<file path="src/hw/rtl/ihex_pkg.sv">
package ihex_pkg;

	// Page geometry: PAGE_BYTES must be a power of two
	localparam int unsigned PAGE_BYTES = 2048;
	localparam int unsigned PAGE_SHIFT = $clog2(PAGE_BYTES);
	localparam logic [31:0] PAGE_MASK = 32'(PAGE_BYTES - 1);

	// Field widths
	localparam int unsigned CHAR_W = 8;
	localparam int unsigned KIND_W = 2;
	localparam int unsigned ADDR_W = 32;
	localparam int unsigned PAGE_NUM_W = 21;
	localparam int unsigned PAGE_OFF_W = 11;
	localparam int unsigned BYTE_W = 8;
	localparam int unsigned ERR_W = 3;

	// Depth of the queue between parser and result stage
	localparam int unsigned QUEUE_DEPTH = 4;
	localparam int unsigned QPTR_W = $clog2(QUEUE_DEPTH);
	localparam int unsigned QCNT_W = $clog2(QUEUE_DEPTH + 1);

	// Characters of interest
	localparam logic [7:0] CH_COLON = 8'h3A;
	localparam logic [7:0] CH_SPACE = 8'h20;
	localparam logic [7:0] CH_TAB = 8'h09;
	localparam logic [7:0] CH_CR = 8'h0D;
	localparam logic [7:0] CH_0 = 8'h30;
	localparam logic [7:0] CH_9 = 8'h39;
	localparam logic [7:0] CH_UA = 8'h41;
	localparam logic [7:0] CH_UF = 8'h46;
	localparam logic [7:0] CH_LA = 8'h61;
	localparam logic [7:0] CH_LF = 8'h66;

	// Record types
	localparam logic [7:0] REC_DATA = 8'h00;
	localparam logic [7:0] REC_EOF = 8'h01;
	localparam logic [7:0] REC_SEG = 8'h02;
	localparam logic [7:0] REC_LIN = 8'h04;
	localparam logic [7:0] REC_START = 8'h05;

	localparam logic [7:0] BASE_REC_LEN = 8'd2;
	localparam logic [7:0] EXT_BYTES = 8'd2;
	localparam logic [7:0] START_BYTES = 8'd4;

	typedef enum logic [1:0] {
		KIND_DATA  = 2'd0,
		KIND_EOF   = 2'd1,
		KIND_ERROR = 2'd2
	} kind_t;

	typedef enum logic [2:0] {
		ERR_NONE      = 3'd0,
		ERR_INVALID   = 3'd1,
		ERR_CHECKSUM  = 3'd2,
		ERR_TYPE      = 3'd3,
		ERR_TRUNCATED = 3'd4
	} err_t;

	typedef enum logic [3:0] {
		PH_WAIT    = 4'd0,
		PH_LEN     = 4'd1,
		PH_ADDR_HI = 4'd2,
		PH_ADDR_LO = 4'd3,
		PH_TYPE    = 4'd4,
		PH_DATA    = 4'd5,
		PH_EXT     = 4'd6,
		PH_START   = 4'd7,
		PH_CSUM    = 4'd8
	} phase_t;

	// Everything one character produces: an optional data byte, then an
	// optional terminating result (end of file or error)
	typedef struct packed {
		logic              has_data;
		logic              has_term;
		logic              term_eof;
		err_t              err;
		logic [ADDR_W-1:0] addr;
		logic [BYTE_W-1:0] value;
	} bundle_t;

	// Hex digit decode: bit 4 is the valid flag
	function automatic logic [4:0] hex_digit(input logic [7:0] c);
		logic [4:0] r;
		r = '0;
		if (c >= CH_0 && c <= CH_9) begin
			r = {1'b1, 4'(c - CH_0)};
		end else if (c >= CH_UA && c <= CH_UF) begin
			r = {1'b1, 4'(c - CH_UA + 8'd10)};
		end else if (c >= CH_LA && c <= CH_LF) begin
			r = {1'b1, 4'(c - CH_LA + 8'd10)};
		end
		return r;
	endfunction

	function automatic logic is_space(input logic [7:0] c);
		return (c == CH_SPACE) || (c >= CH_TAB && c <= CH_CR);
	endfunction

endpackage

</file>
<file path="src/hw/rtl/ihex_front.sv">
module ihex_front (
	input  logic                           clk,
	input  logic                           arst_n,
	input  logic                           accept,
	input  logic [ihex_pkg::CHAR_W-1:0]    char_code,
	input  logic                           end_of_text,
	output logic                           bundle_push,
	output ihex_pkg::bundle_t              bundle
);
	import ihex_pkg::*;

	phase_t        phase_q, phase_d;
	logic [3:0]    high_nibble_q, high_nibble_d;
	logic          nibble_pending_q, nibble_pending_d;
	logic [7:0]    record_length_q, record_length_d;
	logic [15:0]   record_offset_q, record_offset_d;
	logic [7:0]    record_kind_q, record_kind_d;
	logic [7:0]    running_sum_q, running_sum_d;
	logic [31:0]   base_address_q, base_address_d;
	logic [7:0]    bytes_seen_q, bytes_seen_d;
	logic [15:0]   upper_word_q, upper_word_d;
	logic          finished_q, finished_d;

	logic [4:0]    digit;
	logic [7:0]    b;
	logic [7:0]    seen_inc;
	logic [31:0]   data_addr;

	assign digit = hex_digit(char_code);
	assign b = {high_nibble_q, digit[3:0]};
	assign seen_inc = bytes_seen_q + 8'd1;
	assign data_addr = base_address_q + {16'd0, record_offset_q} + {24'd0, bytes_seen_q};

	// Parser next state and the results of this character
	always_comb begin
		phase_d = phase_q;
		high_nibble_d = high_nibble_q;
		nibble_pending_d = nibble_pending_q;
		record_length_d = record_length_q;
		record_offset_d = record_offset_q;
		record_kind_d = record_kind_q;
		running_sum_d = running_sum_q;
		base_address_d = base_address_q;
		bytes_seen_d = bytes_seen_q;
		upper_word_d = upper_word_q;
		finished_d = finished_q;
		bundle = '0;
		bundle.err = ERR_NONE;

		if (!finished_q) begin
			if (phase_q == PH_WAIT || phase_q > PH_CSUM) begin
				if (char_code == CH_COLON) begin
					phase_d = PH_LEN;
					running_sum_d = '0;
					nibble_pending_d = 1'b0;
				end else if (!is_space(char_code)) begin
					bundle.has_term = 1'b1;
					bundle.err = ERR_INVALID;
					finished_d = 1'b1;
				end
			end else if (!digit[4]) begin
				bundle.has_term = 1'b1;
				bundle.err = ERR_INVALID;
				finished_d = 1'b1;
			end else if (!nibble_pending_q) begin
				high_nibble_d = digit[3:0];
				nibble_pending_d = 1'b1;
			end else begin
				// a whole byte is complete
				nibble_pending_d = 1'b0;
				if (phase_q != PH_CSUM) begin
					running_sum_d = running_sum_q + b;
				end
				unique case (phase_q)
					PH_LEN: begin
						record_length_d = b;
						phase_d = PH_ADDR_HI;
					end
					PH_ADDR_HI: begin
						record_offset_d = {b, 8'd0};
						phase_d = PH_ADDR_LO;
					end
					PH_ADDR_LO: begin
						record_offset_d = {record_offset_q[15:8], b};
						phase_d = PH_TYPE;
					end
					PH_TYPE: begin
						record_kind_d = b;
						bytes_seen_d = '0;
						if (b == REC_DATA) begin
							phase_d = (record_length_q != 8'd0) ? PH_DATA : PH_CSUM;
						end else if (b == REC_EOF) begin
							bundle.has_term = 1'b1;
							bundle.term_eof = 1'b1;
							finished_d = 1'b1;
						end else if (b == REC_SEG || b == REC_LIN) begin
							if (record_length_q != BASE_REC_LEN) begin
								bundle.has_term = 1'b1;
								bundle.err = ERR_INVALID;
								finished_d = 1'b1;
							end else begin
								phase_d = PH_EXT;
							end
						end else if (b == REC_START) begin
							phase_d = PH_START;
						end else begin
							bundle.has_term = 1'b1;
							bundle.err = ERR_TYPE;
							finished_d = 1'b1;
						end
					end
					PH_DATA: begin
						bundle.has_data = 1'b1;
						bundle.addr = data_addr;
						bundle.value = b;
						bytes_seen_d = seen_inc;
						if (seen_inc == record_length_q) begin
							phase_d = PH_CSUM;
						end
					end
					PH_EXT: begin
						upper_word_d = {upper_word_q[7:0], b};
						bytes_seen_d = seen_inc;
						if (seen_inc >= EXT_BYTES) begin
							phase_d = PH_CSUM;
						end
					end
					PH_START: begin
						bytes_seen_d = seen_inc;
						if (seen_inc >= START_BYTES) begin
							phase_d = PH_CSUM;
						end
					end
					default: begin
						// checksum byte
						if (b != 8'(8'd0 - running_sum_q)) begin
							bundle.has_term = 1'b1;
							bundle.err = ERR_CHECKSUM;
							finished_d = 1'b1;
						end else begin
							if (record_kind_q == REC_SEG) begin
								base_address_d = {12'd0, upper_word_q, 4'd0};
							end else if (record_kind_q == REC_LIN) begin
								base_address_d = {upper_word_q, 16'd0};
							end
							phase_d = PH_WAIT;
						end
					end
				endcase
			end

			// text ran out before the end of file record
			if (end_of_text && !finished_d) begin
				bundle.has_term = 1'b1;
				bundle.term_eof = 1'b0;
				bundle.err = ERR_TRUNCATED;
				finished_d = 1'b1;
			end
		end
	end

	assign bundle_push = accept && (bundle.has_data || bundle.has_term);

	// Parser state
	always_ff @(posedge clk or negedge arst_n) begin
		if (!arst_n) begin
			phase_q <= PH_WAIT;
			high_nibble_q <= '0;
			nibble_pending_q <= 1'b0;
			record_length_q <= '0;
			record_offset_q <= '0;
			record_kind_q <= '0;
			running_sum_q <= '0;
			base_address_q <= '0;
			bytes_seen_q <= '0;
			upper_word_q <= '0;
			finished_q <= 1'b0;
		end else if (accept) begin
			phase_q <= phase_d;
			high_nibble_q <= high_nibble_d;
			nibble_pending_q <= nibble_pending_d;
			record_length_q <= record_length_d;
			record_offset_q <= record_offset_d;
			record_kind_q <= record_kind_d;
			running_sum_q <= running_sum_d;
			base_address_q <= base_address_d;
			bytes_seen_q <= bytes_seen_d;
			upper_word_q <= upper_word_d;
			finished_q <= finished_d;
		end
	end

endmodule

</file>
<file path="src/hw/rtl/ihex_queue.sv">
module ihex_queue (
	input  logic              clk,
	input  logic              arst_n,
	input  logic              push,
	input  ihex_pkg::bundle_t push_data,
	output logic              full,
	input  logic              pop,
	output ihex_pkg::bundle_t head,
	output logic              empty
);
	import ihex_pkg::*;

	bundle_t           slot_q [QUEUE_DEPTH];
	logic [QPTR_W-1:0] wr_ptr_q;
	logic [QPTR_W-1:0] rd_ptr_q;
	logic [QCNT_W-1:0] count_q;
	logic              do_push;
	logic              do_pop;

	assign full = (count_q == QCNT_W'(QUEUE_DEPTH));
	assign empty = (count_q == '0);
	assign do_push = push && !full;
	assign do_pop = pop && !empty;
	assign head = slot_q[rd_ptr_q];

	// Storage
	always_ff @(posedge clk) begin
		if (do_push) begin
			slot_q[wr_ptr_q] <= push_data;
		end
	end

	// Pointers and fill count
	always_ff @(posedge clk or negedge arst_n) begin
		if (!arst_n) begin
			wr_ptr_q <= '0;
			rd_ptr_q <= '0;
			count_q <= '0;
		end else begin
			if (do_push) begin
				wr_ptr_q <= (wr_ptr_q == QPTR_W'(QUEUE_DEPTH - 1)) ? '0 : wr_ptr_q + 1'b1;
			end
			if (do_pop) begin
				rd_ptr_q <= (rd_ptr_q == QPTR_W'(QUEUE_DEPTH - 1)) ? '0 : rd_ptr_q + 1'b1;
			end
			if (do_push && !do_pop) begin
				count_q <= count_q + 1'b1;
			end else if (do_pop && !do_push) begin
				count_q <= count_q - 1'b1;
			end
		end
	end

endmodule

</file>
<file path="src/hw/rtl/ihex_back.sv">
module ihex_back (
	input  logic                              clk,
	input  logic                              arst_n,
	input  ihex_pkg::bundle_t                 head,
	input  logic                              head_empty,
	input  logic                              pop,
	output logic                              head_pop,
	output logic [ihex_pkg::KIND_W-1:0]       kind,
	output logic [ihex_pkg::ADDR_W-1:0]       byte_address,
	output logic [ihex_pkg::PAGE_NUM_W-1:0]   page_number,
	output logic [ihex_pkg::PAGE_OFF_W-1:0]   page_offset,
	output logic [ihex_pkg::BYTE_W-1:0]       byte_value,
	output logic [ihex_pkg::ERR_W-1:0]        error_code,
	output logic                              last_of_run
);
	import ihex_pkg::*;

	logic sel_q;
	logic two_results;
	logic show_term;
	logic take;

	assign two_results = head.has_data && head.has_term;
	assign show_term = sel_q || !head.has_data;
	assign take = pop && !head_empty;
	assign head_pop = take && (sel_q || !two_results);

	// Result fields for the item at the head of the queue
	always_comb begin
		kind = KIND_DATA;
		byte_address = '0;
		page_number = '0;
		page_offset = '0;
		byte_value = '0;
		error_code = ERR_NONE;
		if (show_term) begin
			if (head.term_eof) begin
				kind = KIND_EOF;
			end else begin
				kind = KIND_ERROR;
				error_code = head.err;
			end
		end else begin
			byte_address = head.addr;
			page_number = PAGE_NUM_W'(head.addr >> PAGE_SHIFT);
			page_offset = PAGE_OFF_W'(head.addr & PAGE_MASK);
			byte_value = head.value;
		end
		last_of_run = !(two_results && !sel_q);
	end

	// Which of the two results of a bundle is on show
	always_ff @(posedge clk or negedge arst_n) begin
		if (!arst_n) begin
			sel_q <= 1'b0;
		end else if (take) begin
			sel_q <= two_results && !sel_q;
		end
	end

endmodule

</file>
<file path="src/hw/rtl/intel_hex_record_parser_unit.sv">
// Intel HEX record parser.
// Input channel: one character of hex text per item on char_code, with
// end_of_text set on the final character. An item is taken when push is
// high and full is low. Result channel: while empty is low the oldest
// result is on kind, byte_address, page_number, page_offset, byte_value,
// error_code and last_of_run; it is taken when pop is high.
// A character is parsed in the cycle it is taken; its results (none, one
// or two) are registered in the queue and reach the result ports once all
// older results are popped. The block takes one character every cycle
// while full is low; a character that yields two results (a data byte
// followed by a truncation error) needs two pops at the output. Results
// wait in a four-entry queue between the parser and the output stage;
// when the receiver stalls, full rises once the queue holds four
// characters' results and input stalls with it.
// Data bytes leave before their record checksum is seen, so a consumer
// drops the bytes of a record that is followed by an error. After an end
// of file or error result, further characters are taken and ignored.
// Reset clears the parser to wait for a colon with base address zero and empties the queue.
module intel_hex_record_parser_unit (
	input  logic                              clk,
	input  logic                              arst_n,
	input  logic                              push,
	output logic                              full,
	input  logic [ihex_pkg::CHAR_W-1:0]       char_code,
	input  logic                              end_of_text,
	output logic                              empty,
	input  logic                              pop,
	output logic [ihex_pkg::KIND_W-1:0]       kind,
	output logic [ihex_pkg::ADDR_W-1:0]       byte_address,
	output logic [ihex_pkg::PAGE_NUM_W-1:0]   page_number,
	output logic [ihex_pkg::PAGE_OFF_W-1:0]   page_offset,
	output logic [ihex_pkg::BYTE_W-1:0]       byte_value,
	output logic [ihex_pkg::ERR_W-1:0]        error_code,
	output logic                              last_of_run
);
	import ihex_pkg::*;

	logic    accept;
	logic    bundle_push;
	bundle_t bundle;
	bundle_t head;
	logic    head_pop;

	assign accept = push && !full;

	// Parser
	ihex_front u_front (
		.clk         (clk),
		.arst_n      (arst_n),
		.accept      (accept),
		.char_code   (char_code),
		.end_of_text (end_of_text),
		.bundle_push (bundle_push),
		.bundle      (bundle)
	);

	// Decoupling queue
	ihex_queue u_queue (
		.clk       (clk),
		.arst_n    (arst_n),
		.push      (bundle_push),
		.push_data (bundle),
		.full      (full),
		.pop       (head_pop),
		.head      (head),
		.empty     (empty)
	);

	// Result stage
	ihex_back u_back (
		.clk          (clk),
		.arst_n       (arst_n),
		.head         (head),
		.head_empty   (empty),
		.pop          (pop),
		.head_pop     (head_pop),
		.kind         (kind),
		.byte_address (byte_address),
		.page_number  (page_number),
		.page_offset  (page_offset),
		.byte_value   (byte_value),
		.error_code   (error_code),
		.last_of_run  (last_of_run)
	);

endmodule

</file>
<file path="config.mk">
export PLATFORM = sky130hd
export DESIGN_NAME = intel_hex_record_parser_unit
export DESIGN_NICKNAME = d
export VERILOG_FILES = /design/src/hw/rtl/ihex_pkg.sv /design/src/hw/rtl/ihex_front.sv /design/src/hw/rtl/ihex_queue.sv /design/src/hw/rtl/ihex_back.sv /design/src/hw/rtl/intel_hex_record_parser_unit.sv
export SDC_FILE = /design/constraint.sdc
export NUM_CORES = 1
export LEC_CHECK = 0
export ABC_AREA = 1
export BUFFER_PORTS_ARGS = -buffer_cell sky130_fd_sc_hd__buf_2
export CAP_MARGIN = 0
export CORE_MARGIN = 2
export CORE_UTILIZATION = 38
export DETAILED_ROUTE_END_ITERATION = 8
export PLACE_DENSITY = 0.51
export SYNTH_ARGS = -nofsm -noshare
export SYNTH_HDL_FRONTEND = slang
export SYNTH_SLANG_ARGS = --single-unit
</file>
<file path="constraint.sdc">
create_clock -name clk -period 5.8 [get_ports clk]
set_input_delay 1.74 -clock clk [delete_from_list [all_inputs] [get_ports clk]]
set_output_delay 1.74 -clock clk [all_outputs]
set_load 0.05 [all_outputs]
</file>
==> flow_summary.toml <==
[run_status]
status = "complete, no violations"

[worst_setup_path]
crit_required_ns = 6.20
crit_path_start_kind = "input port"
end_kind = "register"
crit_type = "input port to register"
r2r_start = "u_front.bytes_seen_q[6]"
reg2reg_depth = 10
arrival_ns = 5.37
crit_fanout = 9
crit_start = "char_code[0]"

[logic_synthesis]
synth_top_area_cell = "edfxtp_1"
yosysWarnings = 0
synthArstFlopShare_pct = 37.41
synth-edff-count = 184
yosysMostFrequentCell = "nor2_1"
synth.net_count = 1601
netlist.area_leader.share_pct = 37.52
synth_cells = 1534
synthTopCellsByCount = "nor2_1, nand2_1, edfxtp_1"
seq_area_frac_synth_pct = 56.22
syn_avg_cell_area_sq_um = 9.599
netlist_area_sq_um = 14730
netlist_top_cells_area = "edfxtp_1, dfrtp_1, nor2_1"
yosysUniqueCellTypes = 56
synth_flop_cell = "edfxtp_1"
ys_ff_latch = 294

[clock_tree]
hold_buffers = 0
post_cts_buffers = 0
cts_resized = 0
clockBufferDepth = 3
numCtsBuffers = 34
clock_sinks = 294
tritoncts = "built"
htreeDepth = 2
worstSkewPairLatency_ns = 0.52
cts-root-buf = "clkbuf_16"
clkTransAtPathRegs_ns = 0.05

[timing]
clock.fmax_mhz = 201.2
finalCriticalPeriod_ns = 4.971
skew_ns = 0.01966
final.setup.worst_slack_ns = 0.8288
slew_headroom_pct = 34.93
grt_setup_unrepaired = "false"
tightest_slew_ns = 0.9686
hold_violations = 0
setup_violations = 0
fin_tns_setup_ns = 0
fin_crit_sh_pct = 85.71
drv_slew = 0

[worst_hold_path]
hp-class = "register to register"
min-delay-start = "u_front.record_length_q[7]"
whs_path_depth = 2

[floorplanning]
ios = 93
die_w_microns = 200.9
dieArea_sq_um = 40340
rows = 72
die_y_microns = 200.9
floorplan.initialDensity_pct = 38.28
core_sq_um = 38470

[final_layout]
finalNetCount = 1663
syn_to_final_growth_pct = 13.36
utilization_pct = 43.39
drive_gt1_share_pct = 14.80

[run]
max-cap-violations = 0

[grt]
overflow = 0
grtUsageMet1_pct = 25.02
grt_max_degree = 78
gr-usage-all-layers_pct = 18.43
grt_util_met2_pct = 30.59
gr-usage-met3_pct = 2.873
grt_antenna_before_repair = 0
grt_pass1_vias = 10540
busiest_layer = "met2"
grt_pass1_wl_microns = 58720

[detailed_routing]
drt-wirelength-per-cell_microns = 17.14
drc_errors = 0
wl_microns = 36710
postRouteAntennaNets = 0
num_vias = 10740
drt_iter0_drc = 527
dr.pass1.iters = 5
viasPerCell = 5.016

[power]
p_total_mw = 7.056
power.leakage_nw = 6.568
power_density_nw_per_um2 = 422.7
vdd_drop_max_mv = 0.3069

[placed_design]
io_buffers = 92
dp_slack_ns = 0.3052
place.gp.congestion = 0.8676
hpwlAfterDp_microns = 24400
==> cell families after synthesis <==
group,after synthesis,synth area share [%]
and+or+nand+nor,589,17.32
AOI/OAI and AO/OA,349,13.08
DFF,294,56.22
buffers and inverters,218,6.560
adders and majority gates,54,4.894
xor gates and xnor gates,21,1.249
muxes,9,0.6883
==> worst max-delay path, stage by stage <==
cell and delay [ns]:
buf_2 0.12, inv_1 0.18, ha_1 0.27, o21ai_2 0.08
nand2_2 0.09, nand2_4 0.09, o21ai_4 0.27, ha_1 0.30
nor2_1 0.12, nand2_1 0.06, nor2_1 0.10, nand2_1 0.09
nor2_4 0.13, a21oi_1 0.08, nand2_1 0.10, nand2_1 0.06
nand2_2 0.07, nand3_2 0.07, nand2_2 0.09, nand2_2 0.08
nand2_4 0.16, inv_1 0.08, ha_1 0.18, inv_1 0.09
fa_1 0.41, mux2_2 0.27
==> flip-flops by register name (all words and copies together), names as in the netlist, 3 cells and up <==
name,count
u_front.record_offset_q,16
u_front.phase_q,4
u_front.base_address_q,28
u_front.bytes_seen_q,8
u_front.upper_word_q,16
u_front.record_length_q,8
u_front.record_kind_q,8
u_queue.slot_q,184
u_front.running_sum_q,8
u_queue.count_q,3
u_front.high_nibble_q,4
==> layer usage <==
metal	part of all wire, %	routed length (microns)
met3	4.0	1481
met5	0	0
met2	48	17660
met1	46	16790
met4	2.1	773
==> final timing paths <==
check	endpoint	slack, ns
max in group asynchronous	u_front.upper_word_q[0]	3.53
min reg2reg	u_front.record_length_q[7]	0.49
max	u_queue.count_q[1]	0.83
min	u_front.record_length_q[7]	0.49
max reg2reg	u_queue.slot_q[0][34]	2.05
min in group asynchronous	u_front.running_sum_q[0]	1.25
==> power by group <==
| group | switching (mW) | internal (mW) | leakage, nW |
|---|---|---|---|
| Combinational | 2.19 | 0.510 | 3.33 |
| Sequential | 0.0226 | 2.23 | 2.70 |
| Clock | 0.845 | 1.26 | 0.540 |
==> per-stage QoR <==
stage	area (sq um)	hold WS (ns)	std cells
finish	16690	0.4869	2141
global route	16690	0.5143	2140
CTS	16690	0.4892	2140
detailed placement	15580	0.4747	2078
global placement	15580	0.4674	2078
floorplan	14730	0.4530	1534
==> cells in the final DEF, fill, tap and decap left out, drive strengths merged, types with 2 or more instances in the layout <==
cell type	Yosys	layout
xnor2	5	5
nand3	46	46
nand2	233	233
o21ai	203	203
edfxtp	184	184
xor2	16	16
a21boi	3	3
nor3	15	15
o211ai	2	2
clkbuf	31	48
a211oi	4	4
o21a	6	6
buf	52	109
nor2	262	262
mux2	9	9
o22ai	12	12
dfrtp	110	110
clkinv	2	10
nor4	8	8
nand4	20	20
o31ai	14	14
ha	48	48
a31oi	3	3
o21bai	3	3
inv	133	136
bufinv	0	2
a21oi	95	95
fa	6	6
==> area by class of cell <==
| class | instances | area [sq um] |
|---|---|---|
| Fill cell | 3765 | 21770 |
| Sequential cell | 294 | 8279 |
| Multi-Input combinational cell | 1022 | 5517 |
| Clock buffer | 48 | 964.7 |
| Tap cell | 518 | 648.1 |
| Timing Repair Buffer | 109 | 628.1 |
| Inverter | 135 | 511.7 |
| Clock inverter | 14 | 141.4 |
| Antenna cell | 1 | 2.502 |
Power figures use the tool's default switching activity.
